### config.mk
export PLATFORM = sky130hd
export DESIGN_NAME = lru_keyed_store
export DESIGN_NICKNAME = d
export VERILOG_FILES = /design/src/lks_pkg.sv /design/src/lks_cell.sv /design/src/lks_ctrl.sv /design/src/lru_keyed_store.sv
export SDC_FILE = /design/constraint.sdc
export NUM_CORES = 2
export LEC_CHECK = 0
export BUFFER_PORTS_ARGS = -buffer_cell sky130_fd_sc_hd__buf_2
export CELL_PAD_IN_SITES_DETAIL_PLACEMENT = 1
export CELL_PAD_IN_SITES_GLOBAL_PLACEMENT = 1
export CORE_UTILIZATION = 45
export CTS_CLUSTER_DIAMETER = 50
export CTS_CLUSTER_SIZE = 12
export DETAILED_ROUTE_END_ITERATION = 12
export MAX_ROUTING_LAYER = met4
export PLACE_DENSITY_LB_ADDON = 0.2
export SLEW_MARGIN = 0
export SYNTH_ARGS = -nofsm -noshare
export SYNTH_HDL_FRONTEND = slang
export SYNTH_SLANG_ARGS = --single-unit
### constraint.sdc
create_clock -name clock -period 15.05 [get_ports clock]
set_clock_uncertainty 0.05 [all_clocks]
set_input_delay 1.505 -clock clock [delete_from_list [all_inputs] [get_ports clock]]
set_output_delay 1.505 -clock clock [all_outputs]
set_load 0.02 [all_outputs]
### src/lks_pkg.sv
`default_nettype none

package lks_pkg;

   // fixed field widths
   localparam int OPCODE_W = 2;
   localparam int CAP_W    = 5;

   // defaults handed to the top-level parameters
   localparam int DEF_ENTRIES    = 16;
   localparam int DEF_KEY_BITS   = 64;
   localparam int DEF_VALUE_BITS = 32;

   localparam logic [CAP_W-1:0] CAP_RESET = 5'd16;

   // register map
   localparam int CSR_DATA_W = 32;
   localparam int CSR_ADDR_W = 3;

   typedef logic [OPCODE_W-1:0] opcode_type;

   localparam opcode_type OP_INSERT = 2'd0;
   localparam opcode_type OP_READ   = 2'd1;
   localparam opcode_type OP_DELETE = 2'd2;

   // per-cell move for the cycle: hold, take from the more recent neighbour,
   // or take from the less recent neighbour
   typedef enum logic [1:0] {
      CELL_HOLD      = 2'd0,
      CELL_FROM_PREV = 2'd1,
      CELL_FROM_NEXT = 2'd2
   } cell_op_type;

   typedef enum logic [2:0] {
      ST_IDLE  = 3'b001,
      ST_LOOK  = 3'b010,
      ST_APPLY = 3'b100
   } ctrl_state_type;

endpackage

`default_nettype wire

### src/lks_cell.sv
`default_nettype none

module lks_cell
   import lks_pkg::*;
#(
   parameter int KEY_BITS   = DEF_KEY_BITS,
   parameter int VALUE_BITS = DEF_VALUE_BITS
) (
   input  wire logic                  clock,
   input  wire cell_op_type           op,
   input  wire logic [KEY_BITS-1:0]   look_key,
   input  wire logic [KEY_BITS-1:0]   prev_key,
   input  wire logic [VALUE_BITS-1:0] prev_value,
   input  wire logic [KEY_BITS-1:0]   next_key,
   input  wire logic [VALUE_BITS-1:0] next_value,
   output logic      [KEY_BITS-1:0]   key_out,
   output logic      [VALUE_BITS-1:0] value_out,
   output logic                       match
);

   logic [KEY_BITS-1:0]   key_ff;
   logic [VALUE_BITS-1:0] value_ff;

   always_ff @(posedge clock) begin
      case (op)
         CELL_FROM_PREV: begin
            key_ff   <= prev_key;
            value_ff <= prev_value;
         end
         CELL_FROM_NEXT: begin
            key_ff   <= next_key;
            value_ff <= next_value;
         end
         default: begin
            key_ff   <= key_ff;
            value_ff <= value_ff;
         end
      endcase
   end

   assign key_out   = key_ff;
   assign value_out = value_ff;
   assign match     = (key_ff == look_key);

endmodule

`default_nettype wire

### src/lks_ctrl.sv
`default_nettype none

module lks_ctrl
   import lks_pkg::*;
#(
   parameter int ENTRIES    = DEF_ENTRIES,
   parameter int KEY_BITS   = DEF_KEY_BITS,
   parameter int VALUE_BITS = DEF_VALUE_BITS
) (
   input  wire logic                  clock,
   input  wire logic                  reset,
   input  wire logic [CAP_W-1:0]      capacity,
   input  wire logic                  req_tvalid,
   output logic                       req_tready,
   input  wire opcode_type            req_opcode,
   input  wire logic [KEY_BITS-1:0]   req_key,
   input  wire logic [VALUE_BITS-1:0] req_value,
   output logic                       rsp_tvalid,
   input  wire logic                  rsp_tready,
   output logic                       rsp_ok,
   output logic      [VALUE_BITS-1:0] rsp_value,
   output logic                       rsp_evicted,
   input  wire logic [ENTRIES-1:0]    cell_match,
   input  wire logic [VALUE_BITS-1:0] cell_value [ENTRIES],
   output cell_op_type                cell_op [ENTRIES],
   output logic      [KEY_BITS-1:0]   look_key,
   output logic      [VALUE_BITS-1:0] load_value
);

   localparam int CNT_W = $clog2(ENTRIES + 1);
   localparam int POS_W = $clog2(ENTRIES);
   localparam int CMP_W = (CNT_W > CAP_W) ? CNT_W : CAP_W;

   ctrl_state_type state_ff, state_in;

   logic [CNT_W-1:0]      count_ff, count_in;
   opcode_type            op_ff;
   logic [KEY_BITS-1:0]   key_ff;
   logic [VALUE_BITS-1:0] val_ff;
   logic                  evict_ff;
   logic                  hit_ff;
   logic [POS_W-1:0]      pos_ff;
   logic [VALUE_BITS-1:0] hit_val_ff;

   logic                  rsp_valid_ff;
   logic                  rsp_ok_ff;
   logic [VALUE_BITS-1:0] rsp_value_ff;
   logic                  rsp_evicted_ff;

   logic                  req_fire;
   logic                  apply_fire;
   logic [CMP_W-1:0]      cap_eff;
   logic [ENTRIES-1:0]    qual_match;
   logic [POS_W-1:0]      match_pos;
   logic [VALUE_BITS-1:0] match_val;
   logic                  ok_next;

   assign req_tready = (state_ff == ST_IDLE);
   assign req_fire   = req_tvalid && req_tready;
   assign apply_fire = (state_ff == ST_APPLY) && (!rsp_valid_ff || rsp_tready);

   // saturate capacity into 1..ENTRIES
   always_comb begin
      cap_eff = CMP_W'(capacity);
      if (capacity == '0) begin
         cap_eff = CMP_W'(1);
      end else if (CMP_W'(capacity) > CMP_W'(ENTRIES)) begin
         cap_eff = CMP_W'(ENTRIES);
      end
   end

   // live cells sit at positions below the count; mask the victim of an eviction
   always_comb begin
      match_pos = '0;
      match_val = '0;
      for (int i = 0; i < ENTRIES; i++) begin
         qual_match[i] = cell_match[i] && (CNT_W'(i) < count_ff) &&
                         !(evict_ff && (CNT_W'(i + 1) == count_ff));
         match_pos = match_pos | (qual_match[i] ? POS_W'(i) : POS_W'(0));
         match_val = match_val | ({VALUE_BITS{qual_match[i]}} & cell_value[i]);
      end
   end

   always_comb begin
      for (int i = 0; i < ENTRIES; i++) begin
         cell_op[i] = CELL_HOLD;
         if (apply_fire) begin
            case (op_ff)
               OP_INSERT: begin
                  if (!hit_ff) begin
                     cell_op[i] = CELL_FROM_PREV;
                  end
               end
               OP_READ: begin
                  if (hit_ff && (POS_W'(i) <= pos_ff)) begin
                     cell_op[i] = CELL_FROM_PREV;
                  end
               end
               OP_DELETE: begin
                  if (hit_ff && (POS_W'(i) >= pos_ff)) begin
                     cell_op[i] = CELL_FROM_NEXT;
                  end
               end
               default: cell_op[i] = CELL_HOLD;
            endcase
         end
      end
   end

   assign look_key   = key_ff;
   assign load_value = (op_ff == OP_READ) ? hit_val_ff : val_ff;

   always_comb begin
      case (op_ff)
         OP_INSERT: ok_next = !hit_ff;
         OP_READ:   ok_next = hit_ff;
         OP_DELETE: ok_next = hit_ff;
         default:   ok_next = 1'b0;
      endcase
   end

   always_comb begin
      count_in = count_ff;
      if (apply_fire) begin
         case (op_ff)
            OP_INSERT: count_in = count_ff + CNT_W'(!hit_ff) - CNT_W'(evict_ff);
            OP_DELETE: count_in = count_ff - CNT_W'(hit_ff);
            default:   count_in = count_ff;
         endcase
      end
   end

   always_comb begin
      state_in = state_ff;
      unique case (state_ff)
         ST_IDLE:  if (req_fire) state_in = ST_LOOK;
         ST_LOOK:  state_in = ST_APPLY;
         ST_APPLY: if (apply_fire) state_in = ST_IDLE;
         default:  state_in = ST_IDLE;
      endcase
   end

   always_ff @(posedge clock) begin
      if (reset) begin
         state_ff     <= ST_IDLE;
         count_ff     <= '0;
         rsp_valid_ff <= 1'b0;
      end else begin
         state_ff <= state_in;
         count_ff <= count_in;
         if (apply_fire) begin
            rsp_valid_ff <= 1'b1;
         end else if (rsp_tready) begin
            rsp_valid_ff <= 1'b0;
         end
      end
   end

   always_ff @(posedge clock) begin
      if (req_fire) begin
         op_ff    <= req_opcode;
         key_ff   <= req_key;
         val_ff   <= req_value;
         evict_ff <= (req_opcode == OP_INSERT) && (CMP_W'(count_ff) >= cap_eff);
      end
      if (state_ff == ST_LOOK) begin
         hit_ff     <= |qual_match;
         pos_ff     <= match_pos;
         hit_val_ff <= match_val;
      end
      if (apply_fire) begin
         rsp_ok_ff      <= ok_next;
         rsp_value_ff   <= ((op_ff == OP_READ) && hit_ff) ? hit_val_ff : '0;
         rsp_evicted_ff <= (op_ff == OP_INSERT) && evict_ff;
      end
   end

   assign rsp_tvalid  = rsp_valid_ff;
   assign rsp_ok      = rsp_ok_ff;
   assign rsp_value   = rsp_value_ff;
   assign rsp_evicted = rsp_evicted_ff;

   a_count_bound: assert property (@(posedge clock) disable iff (reset)
      CMP_W'(count_ff) <= CMP_W'(ENTRIES))
      else $error("entry count beyond the number of cells");

   a_unique_key: assert property (@(posedge clock) disable iff (reset)
      (state_ff == ST_LOOK) |-> $onehot0(qual_match))
      else $error("key present in more than one live cell");

   a_evict_nonempty: assert property (@(posedge clock) disable iff (reset)
      ((state_ff == ST_LOOK) && evict_ff) |-> (count_ff != '0))
      else $error("eviction requested on an empty store");

   a_apply_result: assert property (@(posedge clock) disable iff (reset)
      apply_fire |=> (rsp_valid_ff && (state_ff == ST_IDLE)))
      else $error("update did not post a result");

endmodule

`default_nettype wire

### src/lru_keyed_store.sv
// Path: an accepted request passes capture, key compare in every cell and shift of the
//   cell chain to its result on the rsp side; the shift waits for a free output register.
// Requests: taken one at a time in the idle state, each through compare-then-shift;
//   a new request is taken while the previous result still waits in the output register.
// Reset: synchronous, active high; clears the entry count, the handshake state and sets
//   capacity to 16. Cell contents are not cleared, so no clearing pass is needed.
`default_nettype none

module lru_keyed_store
   import lks_pkg::*;
#(
   parameter int ENTRIES    = DEF_ENTRIES,
   parameter int KEY_BITS   = DEF_KEY_BITS,
   parameter int VALUE_BITS = DEF_VALUE_BITS
) (
   input  wire logic                  clock,
   input  wire logic                  reset,
   // request channel
   input  wire logic                  req_tvalid,
   output logic                       req_tready,
   // tdata: key, value_in (from bit 0 up), zero padded to whole bytes
   input  wire logic [((KEY_BITS + VALUE_BITS + 7) / 8) * 8 - 1:0] req_tdata,
   // tuser: opcode
   input  wire logic [OPCODE_W-1:0]   req_tuser,
   // result channel
   output logic                       rsp_tvalid,
   input  wire logic                  rsp_tready,
   // tdata: value_out, zero padded to whole bytes
   output logic [((VALUE_BITS + 7) / 8) * 8 - 1:0] rsp_tdata,
   // tuser: ok, evicted (from bit 0 up)
   output logic      [1:0]            rsp_tuser,
   // configuration port
   input  wire logic                  csr_psel,
   input  wire logic                  csr_penable,
   input  wire logic                  csr_pwrite,
   input  wire logic [CSR_ADDR_W-1:0] csr_paddr,
   input  wire logic [CSR_DATA_W-1:0] csr_pwdata,
   output logic      [CSR_DATA_W-1:0] csr_prdata,
   output logic                       csr_pready
);

   localparam int RSP_W = ((VALUE_BITS + 7) / 8) * 8;

   logic [CAP_W-1:0]      capacity_ff;
   logic                  cap_sel;

   logic                  rsp_ok;
   logic                  rsp_evicted;
   logic [VALUE_BITS-1:0] rsp_value;

   logic [ENTRIES-1:0]    cell_match;
   logic [KEY_BITS-1:0]   cell_key   [ENTRIES];
   logic [VALUE_BITS-1:0] cell_value [ENTRIES];
   cell_op_type           cell_op    [ENTRIES];
   logic [KEY_BITS-1:0]   look_key;
   logic [VALUE_BITS-1:0] load_value;

   // capacity register at byte address 0; higher words read as zero
   assign cap_sel    = (csr_paddr[CSR_ADDR_W-1] == 1'b0);
   assign csr_pready = 1'b1;
   assign csr_prdata = cap_sel ? CSR_DATA_W'(capacity_ff) : '0;

   always_ff @(posedge clock) begin
      if (reset) begin
         capacity_ff <= CAP_RESET;
      end else if (csr_psel && csr_penable && csr_pwrite && csr_pready && cap_sel) begin
         capacity_ff <= csr_pwdata[CAP_W-1:0];
      end
   end

   lks_ctrl #(
      .ENTRIES    (ENTRIES),
      .KEY_BITS   (KEY_BITS),
      .VALUE_BITS (VALUE_BITS)
   ) u_ctrl (
      .clock       (clock),
      .reset       (reset),
      .capacity    (capacity_ff),
      .req_tvalid  (req_tvalid),
      .req_tready  (req_tready),
      .req_opcode  (req_tuser),
      .req_key     (req_tdata[KEY_BITS-1:0]),
      .req_value   (req_tdata[KEY_BITS +: VALUE_BITS]),
      .rsp_tvalid  (rsp_tvalid),
      .rsp_tready  (rsp_tready),
      .rsp_ok      (rsp_ok),
      .rsp_value   (rsp_value),
      .rsp_evicted (rsp_evicted),
      .cell_match  (cell_match),
      .cell_value  (cell_value),
      .cell_op     (cell_op),
      .look_key    (look_key),
      .load_value  (load_value)
   );

   // cell 0 is the most recent entry; the new or promoted entry enters there
   for (genvar i = 0; i < ENTRIES; i++) begin : g_cell
      logic [KEY_BITS-1:0]   prev_key;
      logic [VALUE_BITS-1:0] prev_value;
      logic [KEY_BITS-1:0]   next_key;
      logic [VALUE_BITS-1:0] next_value;

      if (i == 0) begin : g_head
         assign prev_key   = look_key;
         assign prev_value = load_value;
      end else begin : g_link_prev
         assign prev_key   = cell_key[i-1];
         assign prev_value = cell_value[i-1];
      end

      // the tail takes filler on a delete; it is beyond the count by then
      if (i == ENTRIES - 1) begin : g_tail
         assign next_key   = look_key;
         assign next_value = load_value;
      end else begin : g_link_next
         assign next_key   = cell_key[i+1];
         assign next_value = cell_value[i+1];
      end

      lks_cell #(
         .KEY_BITS   (KEY_BITS),
         .VALUE_BITS (VALUE_BITS)
      ) u_cell (
         .clock      (clock),
         .op         (cell_op[i]),
         .look_key   (look_key),
         .prev_key   (prev_key),
         .prev_value (prev_value),
         .next_key   (next_key),
         .next_value (next_value),
         .key_out    (cell_key[i]),
         .value_out  (cell_value[i]),
         .match      (cell_match[i])
      );
   end

   assign rsp_tdata = RSP_W'(rsp_value);
   assign rsp_tuser = {rsp_evicted, rsp_ok};

endmodule

`default_nettype wire
==> flow_summary_export.csv <==
group,metric,value,unit
status,status,"finished clean",
power_and_ir_drop,p_int,0.00829,W
floorplan,dieHeight,448,um
detailed_routing,avgRoutedWirePerCell,41.2,um
detailed_routing,ant_nets,0,
synthesis,ys_warn_count,0,
floorplan,row_count,163,
place,hpwlAfterDp,253,mm
place,placedCellCount,8926,
cells_and_area,layout_commonest_cell,"edfxtp_1",
clock_network,cts_hold_buffers,0,
detailed_routing,dr.pass1.iters,7,
min_path,holdCritPathClass,"reg -> reg",
power_and_ir_drop,p_comb_share,4.9,%
clock_network,clk_transition_reported_paths,0.06,ns
timing,fin_crit,5.39,ns
detailed_routing,postRouteWirelength,383,mm
worst_setup_path,worst_r2r_path_depth,10,
clock_network,cts_tree,"yes",
detailed_routing,vias,63300,
worst_setup_path,endpoint_kind,"flip-flop",
timing,rsz0062_at_grt,"false",
grt,grt_max_degree,73,
grt,grt-ovfl-total,0,
synthesis,synth.distinct_cells,68,
clock_network,cts_resized,0,
detailed_routing,drt-initial-drc-count,9688,
job,cap_violations,0,
floorplan,initial_core_util,45.3,%
grt,track_usage,38.8,%
synthesis,yosysSeqAreaShare,57.6,%
synthesis,synthCells,6439,
synthesis,async_reset_ff_share,0,%
detailed_routing,via_per_inst,6.80,
power_and_ir_drop,pwr-share-seq,47.9,%
timing,setup_violations,0,
cells_and_area,layout.nets,6680,
grt,grtUsageMet2,53.9,%
timing,fin_tns_setup,0,ns
synthesis,synth_ff_type,"edfxtp_1",
worst_setup_path,arrival,5.98,ns
synthesis,synth-seq-cells,1720,
worst_setup_path,cp_max_fo,68,
timing,fmax,185,MHz
grt,grt_pass1_wl,518,mm
clock_network,clock_path_buffers,3,
worst_setup_path,worstSetupStartpointType,"flip-flop",
detailed_routing,drc_errors,0,
timing,slew_violations,0,
place,numPortBuffers,151,
grt,grt_pass1_vias,62100,
power_and_ir_drop,power_switching,0.00265,W
floorplan,dieArea,201000,sq um
timing,worst_pin_slew,1.25,ns
clock_network,postCtsSetupBuffers,0,
timing,fin_crit_sh,35.8,%
floorplan,core,197000,sq um
synthesis,synth_edf_count,1706,
power_and_ir_drop,p_per_area,109,nW/um^2
clock_network,cts-buffers-inserted,208,
grt,busiest_layer,"met2",
cells_and_area,fillers,19400,
clock_network,clkSinkCount,1720,
power_and_ir_drop,swShare,24.2,%
clock_network,ctsRootBufferMaster,"clkbuf_16",
grt,use_met3,10.2,%
power_and_ir_drop,pwr-share-clk,47.2,%
timing,hold_viol_final,0,
floorplan,die_w,448,um
synthesis,syn_avg_cell_area,13.9,sq um
clock_network,clkLatencyLatePin,0.91,ns
power_and_ir_drop,p_leak,32.4,nW
worst_setup_path,crit_required,15.64,ns
grt,grt_util_met1,51.4,%
cells_and_area,area.growth.synth_to_final,11.8,%
cells_and_area,final_cells,9307,
worst_setup_path,crit_type,"reg -> reg",
place,gp_congestion,1.01,
power_and_ir_drop,vdd_drop_max,0.136,mV
floorplan,ioPinCount,209,
cells_and_area,layout_common_cells,"1706 x edfxtp_1, 1482 x mux2_2, 604 x xor2_1, 428 x nand4_1, 281 x xnor2_1",
cells_and_area,final_layout_size_suffix_gt1_share,33.5,%
min_path,whs_path_depth,1,
grt,antenna_found_initial,18,
timing,slew_headroom,16.8,%
clock_network,h-tree-depth,4,
synthesis,synth_area,89500,sq um
==> routing by layer <==
metal | wire length (um) | part of all wire (%) | up-vias
li1 | - | - | 24800
met1 | 151000 | 40 | 32800
met4 | 24900 | 6.5 | 0
met3 | 45100 | 12 | 1094
met2 | 162000 | 42 | 4605
met5 | 0 | 0 | -
==> cell families after synthesis <==
group,synth area share (%)
flops,57.6
mux,18.8
simple gates,8.71
xor+xnor,8.66
buf+inv,3.02
compound gates,2.62
fa+ha+maj,0.624
other cells,0.00839
==> final timing paths <==
check	start	to	slack (ns)
setup reg to reg	u_ctrl.state_ff[2]	g_cell[0].u_cell.key_out[21]	9.66
setup / recovery	u_ctrl.state_ff[2]	g_cell[0].u_cell.key_out[21]	9.66
hold reg to reg	u_ctrl.state_ff[0]	u_ctrl.state_ff[2]	0.47
hold / removal	u_ctrl.state_ff[0]	u_ctrl.state_ff[2]	0.47
==> cells in the mapped netlist (all sizes together), types with 42 or more instances <==
library cell / number / area [sq um]
nand3: 210 / 1050
nor3: 63 / 320
nor2: 43 / 161
xnor2: 281 / 2460
or4: 42 / 319
o2111ai: 69 / 604
inv: 116 / 435
o21ai: 94 / 470
buf: 234 / 1280
mux2: 1482 / 16700
nor2b: 83 / 519
clkbuf: 263 / 987
and3: 76 / 475
nand2: 195 / 732
edfxtp: 1706 / 51200
ha: 43 / 538
xor2: 604 / 5290
nand4: 428 / 2680
nor4: 161 / 1150
==> layout make-up <==
type | count | area [sq um] | area share [%]
Sequential cell | 1720 | 51500 | 51.5
Antenna cell | 11 | 27.5 | 0.0275
Tap cell | 2640 | 3300 | 3.30
Multi-Input combinational cell | 4132 | 35800 | 35.8
Clock inverter | 145 | 1540 | 1.54
Timing Repair Buffer | 318 | 2010 | 2.01
Clock buffer | 225 | 5330 | 5.33
Inverter | 116 | 490 | 0.490
==> sequential cells by signal (all words and copies together) (netlist names) <==
| name | count |
|---|---|
| u_ctrl.hit_ff | 1 |
| g_cell.u_cell.key_out | 1024 |
| u_ctrl.rsp_value | 32 |
| u_ctrl.count_ff | 5 |
| u_ctrl.state_ff | 3 |
| u_ctrl.evict_ff | 1 |
| u_ctrl.hit_val_ff | 32 |
| u_ctrl.rsp_ok | 1 |
| g_cell.u_cell.value_out | 512 |
| u_ctrl.pos_ff | 4 |
| u_ctrl.op_ff | 2 |
| u_ctrl.look_key | 64 |
| capacity_ff | 5 |
| u_ctrl.val_ff | 32 |
| u_ctrl.rsp_tvalid | 1 |
| u_ctrl.rsp_evicted | 1 |
==> stage by stage <==
step                hold slack, ns  setup slack (ns)  cell area, sq um  total power (W)  util [%]
finish                       0.472              9.66            100000           0.0109      50.7
global route                 0.497              9.60            100000           0.0111      50.7
CTS                          0.471              9.76            100000           0.0109      50.7
detailed placement           0.457              8.91             93100          0.00585      47.2
global placement             0.438              8.98             93100          0.00585      47.2
floorplan                    0.394              8.02             89600          0.00561         -
==> critical path, stage by stage (launching register included) <==
cell and delay [ns]:
dfxtp_1 0.38, or3b_2 0.51, nor2b_4 0.21, nor2b_1 0.29, nand3_1 0.30, or2_2 0.47
nor3_1 0.32, ha_4 0.46, buf_4 0.78, buf_4 0.78, mux2_2 0.41
==> power by group through the flow <==
| stage | Sequential [W] | Combinational, W | Clock [W] |
|---|---|---|---|
| after global placement | 0.00534 | 0.000508 | 0 |
| after detailed placement | 0.00534 | 0.000513 | 0 |
| after global routing | 0.00524 | 0.000535 | 0.00535 |
| final | 0.00524 | 0.000533 | 0.00517 |
| after CTS | 0.00524 | 0.000516 | 0.00519 |
| after floorplan | 0.00534 | 0.000274 | 0 |
(Power assumes the default switching activity.)
